[config.mk]
export PLATFORM = sky130hd
export DESIGN_NAME = mvna_queue
export DESIGN_NICKNAME = d
export VERILOG_FILES = /design/src/rtl/core/mvna_pkg.sv /design/src/rtl/core/mvna_queue.sv
export SDC_FILE = /design/constraint.sdc
export NUM_CORES = 1
export LEC_CHECK = 0
export BUFFER_PORTS_ARGS = -buffer_cell sky130_fd_sc_hd__buf_2
export CORE_MARGIN = 3
export CORE_UTILIZATION = 40
export DETAILED_ROUTE_END_ITERATION = 7
export RECOVER_POWER = 100
export SYNTH_ARGS = -nofsm -noshare
export SYNTH_HDL_FRONTEND = slang
export SYNTH_SLANG_ARGS = --single-unit
[constraint.sdc]
create_clock -name clk -period 5.6 [get_ports clk]
set_clock_uncertainty 0.15 [all_clocks]
set_input_delay 0.28 -clock clk [delete_from_list [all_inputs] [get_ports clk]]
set_output_delay 0.28 -clock clk [all_outputs]
set_load 0.1 [all_outputs]
[src/rtl/core/mvna_pkg.sv]
package mvna_pkg;

    // Store geometry.
    localparam int NUM_VERTICES = 1024;
    localparam int IDX_W        = 10;
    localparam int ADDR_W       = $clog2(NUM_VERTICES);

    // Field widths.
    localparam int POS_W = 16;
    localparam int NRM_W = 16;
    localparam int SUM_W = 24;

    // Normalization datapath widths.
    localparam int DIF_W      = POS_W + 1;
    localparam int MUL_W      = 31;
    localparam int PROD_W     = 2 * MUL_W;
    localparam int CRS_W      = 35;
    localparam int MAG_W      = 34;
    localparam int A_W        = 30;
    localparam int SQ_W       = 62;
    localparam int ROOT_W     = 31;
    localparam int SQR_REM_W  = 32;
    localparam int FRAC_W     = 14;
    localparam int Q_W        = 15;
    localparam int NUM_W      = A_W + FRAC_W + 1;
    localparam int DREM_W     = ROOT_W;
    localparam int CNT_W      = 5;
    localparam int MAX_SHIFT  = 4;

    localparam int MUL_LAST   = 6;
    localparam int SQ_LAST    = 3;
    localparam int SQRT_LAST  = ROOT_W - 1;
    localparam int DIV_LAST   = Q_W - 1;

    localparam logic signed [SUM_W-1:0] SUM_MAX = {1'b0, {(SUM_W-1){1'b1}}};
    localparam logic signed [SUM_W-1:0] SUM_MIN = {1'b1, {(SUM_W-1){1'b0}}};

    localparam int RAM_W = 3 * SUM_W;

    // One normalized triangle waiting for the store update.
    typedef struct packed {
        logic [IDX_W-1:0]        idx0;
        logic [IDX_W-1:0]        idx1;
        logic [IDX_W-1:0]        idx2;
        logic signed [NRM_W-1:0] nx;
        logic signed [NRM_W-1:0] ny;
        logic signed [NRM_W-1:0] nz;
        logic                    degen;
    } tri_t;

    typedef enum logic [2:0] {
        F_IDLE,
        F_MUL,
        F_NORM,
        F_SQ,
        F_SQRT,
        F_DINIT,
        F_DIV,
        F_PUSH
    } front_state_t;

    typedef enum logic [1:0] {
        B_CLEAR,
        B_IDLE,
        B_READ,
        B_CALC
    } back_state_t;

endpackage

[src/rtl/core/mvna_queue.sv]
module mvna_queue
    import mvna_pkg::*;
(
    input  logic clk,
    input  logic rst_n,
    input  logic push,
    input  tri_t push_data,
    output logic full,
    input  logic pop,
    output tri_t pop_data,
    output logic empty
);

    tri_t       mem_reg [2];
    logic       wr_ptr_reg;
    logic       rd_ptr_reg;
    logic [1:0] count_reg;

    assign full     = (count_reg == 2'd2);
    assign empty    = (count_reg == 2'd0);
    assign pop_data = mem_reg[rd_ptr_reg];

    always_ff @(posedge clk)
    begin
        if (push)
        begin
            mem_reg[wr_ptr_reg] <= push_data;
        end
    end

    always_ff @(posedge clk or negedge rst_n)
    begin
        if (!rst_n)
        begin
            wr_ptr_reg <= 1'b0;
            rd_ptr_reg <= 1'b0;
            count_reg  <= 2'd0;
        end
        else
        begin
            if (push)
            begin
                wr_ptr_reg <= !wr_ptr_reg;
            end
            if (pop)
            begin
                rd_ptr_reg <= !rd_ptr_reg;
            end
            if (push && !pop)
            begin
                count_reg <= count_reg + 2'd1;
            end
            else if (pop && !push)
            begin
                count_reg <= count_reg - 2'd1;
            end
        end
    end

endmodule

==> reports/metrics.cfg <==
[timing]
slew_violations=110
fin_crit_sh=0.719
rsz0062_at_grt=false
worstMarginPinSlew_ps=3750
hold_violations=0
max_freq_mhz=248
tns_ps=0
setup_viol=0
slew_headroom=-1.50
period_minus_slack_ps=4030

[route]
drt_iter0_drc=164
routed_wl_mm=11.4
vias=3297
drtAntennaViolNets=0
drc=0
vias_per_cell=4.44
routedWlPerCell_um=15.4
dr.pass1.iters=4

[global_routing]
grt_max_degree=80
grt_pass1_vias=3580
antenna_found_initial=0
grtUsageTotal=0.138
grt_pass1_wl_mm=18.6
overflow=0

[synthesis]
synth_top_area_frac=0.754
ys_top_cells_by_area=edfxtp_1 75%, mux2_4 19%, buf_12 2.5%
yosysUniqueCellTypes=12
postSynthAreaPerCell_um2=24.0
syn-num-nets=346
ys_ff_latch=162
netlist_instances=262
yosysWarnings=0
mappedNetlistArea_um2=6290
yosysSeqAreaShare=0.770
synth_top_area_cell=edfxtp_1

[clocking]
tritoncts=built
cts_buffer_depth=2
cts_sinks=162
cts_setup_buffers=0
cts_made_buffers=17
cts_hold_buffers=82
cts_max_level=4
clk_pin_slew_ps=60
cts_resized=0
clkLatencyLatePin_ps=410
root_buffer=clkbuf_16

[floorplan]
die_w_um=131
die_y_um=131
core.rowCount=45
die_area_um2=17300
coreArea_um2=15300
initial_core_util=0.411
ios=164

[flow_run]
max-cap-violations=2

[setup_path]
worstPathRequired_ps=5380
startpoint=push
endpoint_kind=register
r2r_cells=1
rrSetupSlack_ps=1830
path_cells=dlygate4sd3_1 > clkbuf_1 > and2_1
crit_end=mem_reg[1][75]
slowest_stage=and2_1
r2r-start=wr_ptr_reg
arrival_ps=3810
cp-start-kind=input port
worst-setup-path-type=in2reg
worst_path_largest_cell_delay_ps=2650
critPathMaxFanout=79
worstReg2RegEnd=mem_reg[1][75]

[run_status]
outcome=finished with violations
violations=capacitance limit, slew limit

[cells_and_area]
final_common_cell=edfxtp_1
largest_reg_flops=158
mostFrequentLayoutCells=158 x edfxtp_1, 148 x clkbuf_1, 82 x dlygate4sd3_1
drive_gt1_frac=0.237
n_antenna_cell=0
final_nets=603
syn_to_final_growth_pct=34.5

[placement]
hpwl_mm=6.91
gp_congestion=0.654
io_buffers=163

[worst_hold_path]
hp-class=in2async

worst min-delay path by stage:
| stage | start | depth (start not counted) | end | slack (ps) |
|---|---|---|---|---|
| detailed placement | rst_n | 1 | count_reg[0] | -50 |
| global route | rst_n | 2 | rd_ptr_reg | 100 |
| global placement | rst_n | 1 | count_reg[1] | -60 |
| finish | rst_n | 2 | rd_ptr_reg | 90 |
| floorplan | rst_n | 0 | count_reg[0] | -170 |
| CTS | rst_n | 2 | rd_ptr_reg | 40 |
critical path: cells and delay by family:
family,cells,cell delay (ps)
buf+inv,2,730
simple gates,1,2650
cells in the mapped netlist:
cell type,count
mux2_4,79
inv_1,1
dfrtp_1,4
buf_6,1
ha_1,1
buf_12,8
xor2_1,4
nor2b_1,2
nor2_1,2
edfxtp_1,158
xnor2_1,1
and2_1,1
cells by family (layout without fill, tap and decap cells):
group | count (synthesis) | after routing | synth area share
xor+xnor | 5 | 5 | 0.00696
simple gates | 5 | 5 | 0.00418
fa+ha+maj | 1 | 1 | 0.00199
buf+inv | 10 | 279 | 0.0279
flops | 162 | 162 | 0.770
mux | 79 | 79 | 0.189
layout make-up:
class                      instances  area [µm²]
multi-input combinational         90        1270
sequential                       162        4850
inverter                           1        3.75
tap                              211         264
timing repair buffer             247        1470
clock buffer                      21         440
fill                            1301        6860
clock inverter                    10         160
per-stage QoR:
step | area [µm²] | cells | worst slack, ps | hold slack (ps) | utilization
after global routing | 8460 | 742 | 1170 | 100 | 0.552
after detailed placement | 7230 | 629 | 2740 | -49.9 | 0.472
final | 8460 | 742 | 1570 | 93.6 | 0.552
after CTS | 8650 | 742 | 2270 | 36.7 | 0.565
after global placement | 7230 | 629 | 2750 | -61.6 | 0.472
after floorplan | 6290 | 262 | 1020 | -166 | -
metal layers:
| metal | vias to the layer above | global-route usage | wire length (µm) |
|---|---|---|---|
| met4 | 0 | 0.0595 | 223 |
| met3 | 19 | 0.0440 | 640 |
| li1 | 1546 | - | - |
| met2 | 110 | 0.234 | 5820 |
| met1 | 1622 | 0.163 | 4730 |
| met5 | - | 0 | 0 |
Power is not shown: default switching activity piles up to over one toggle a cycle in this logic, so the estimate is an artifact.
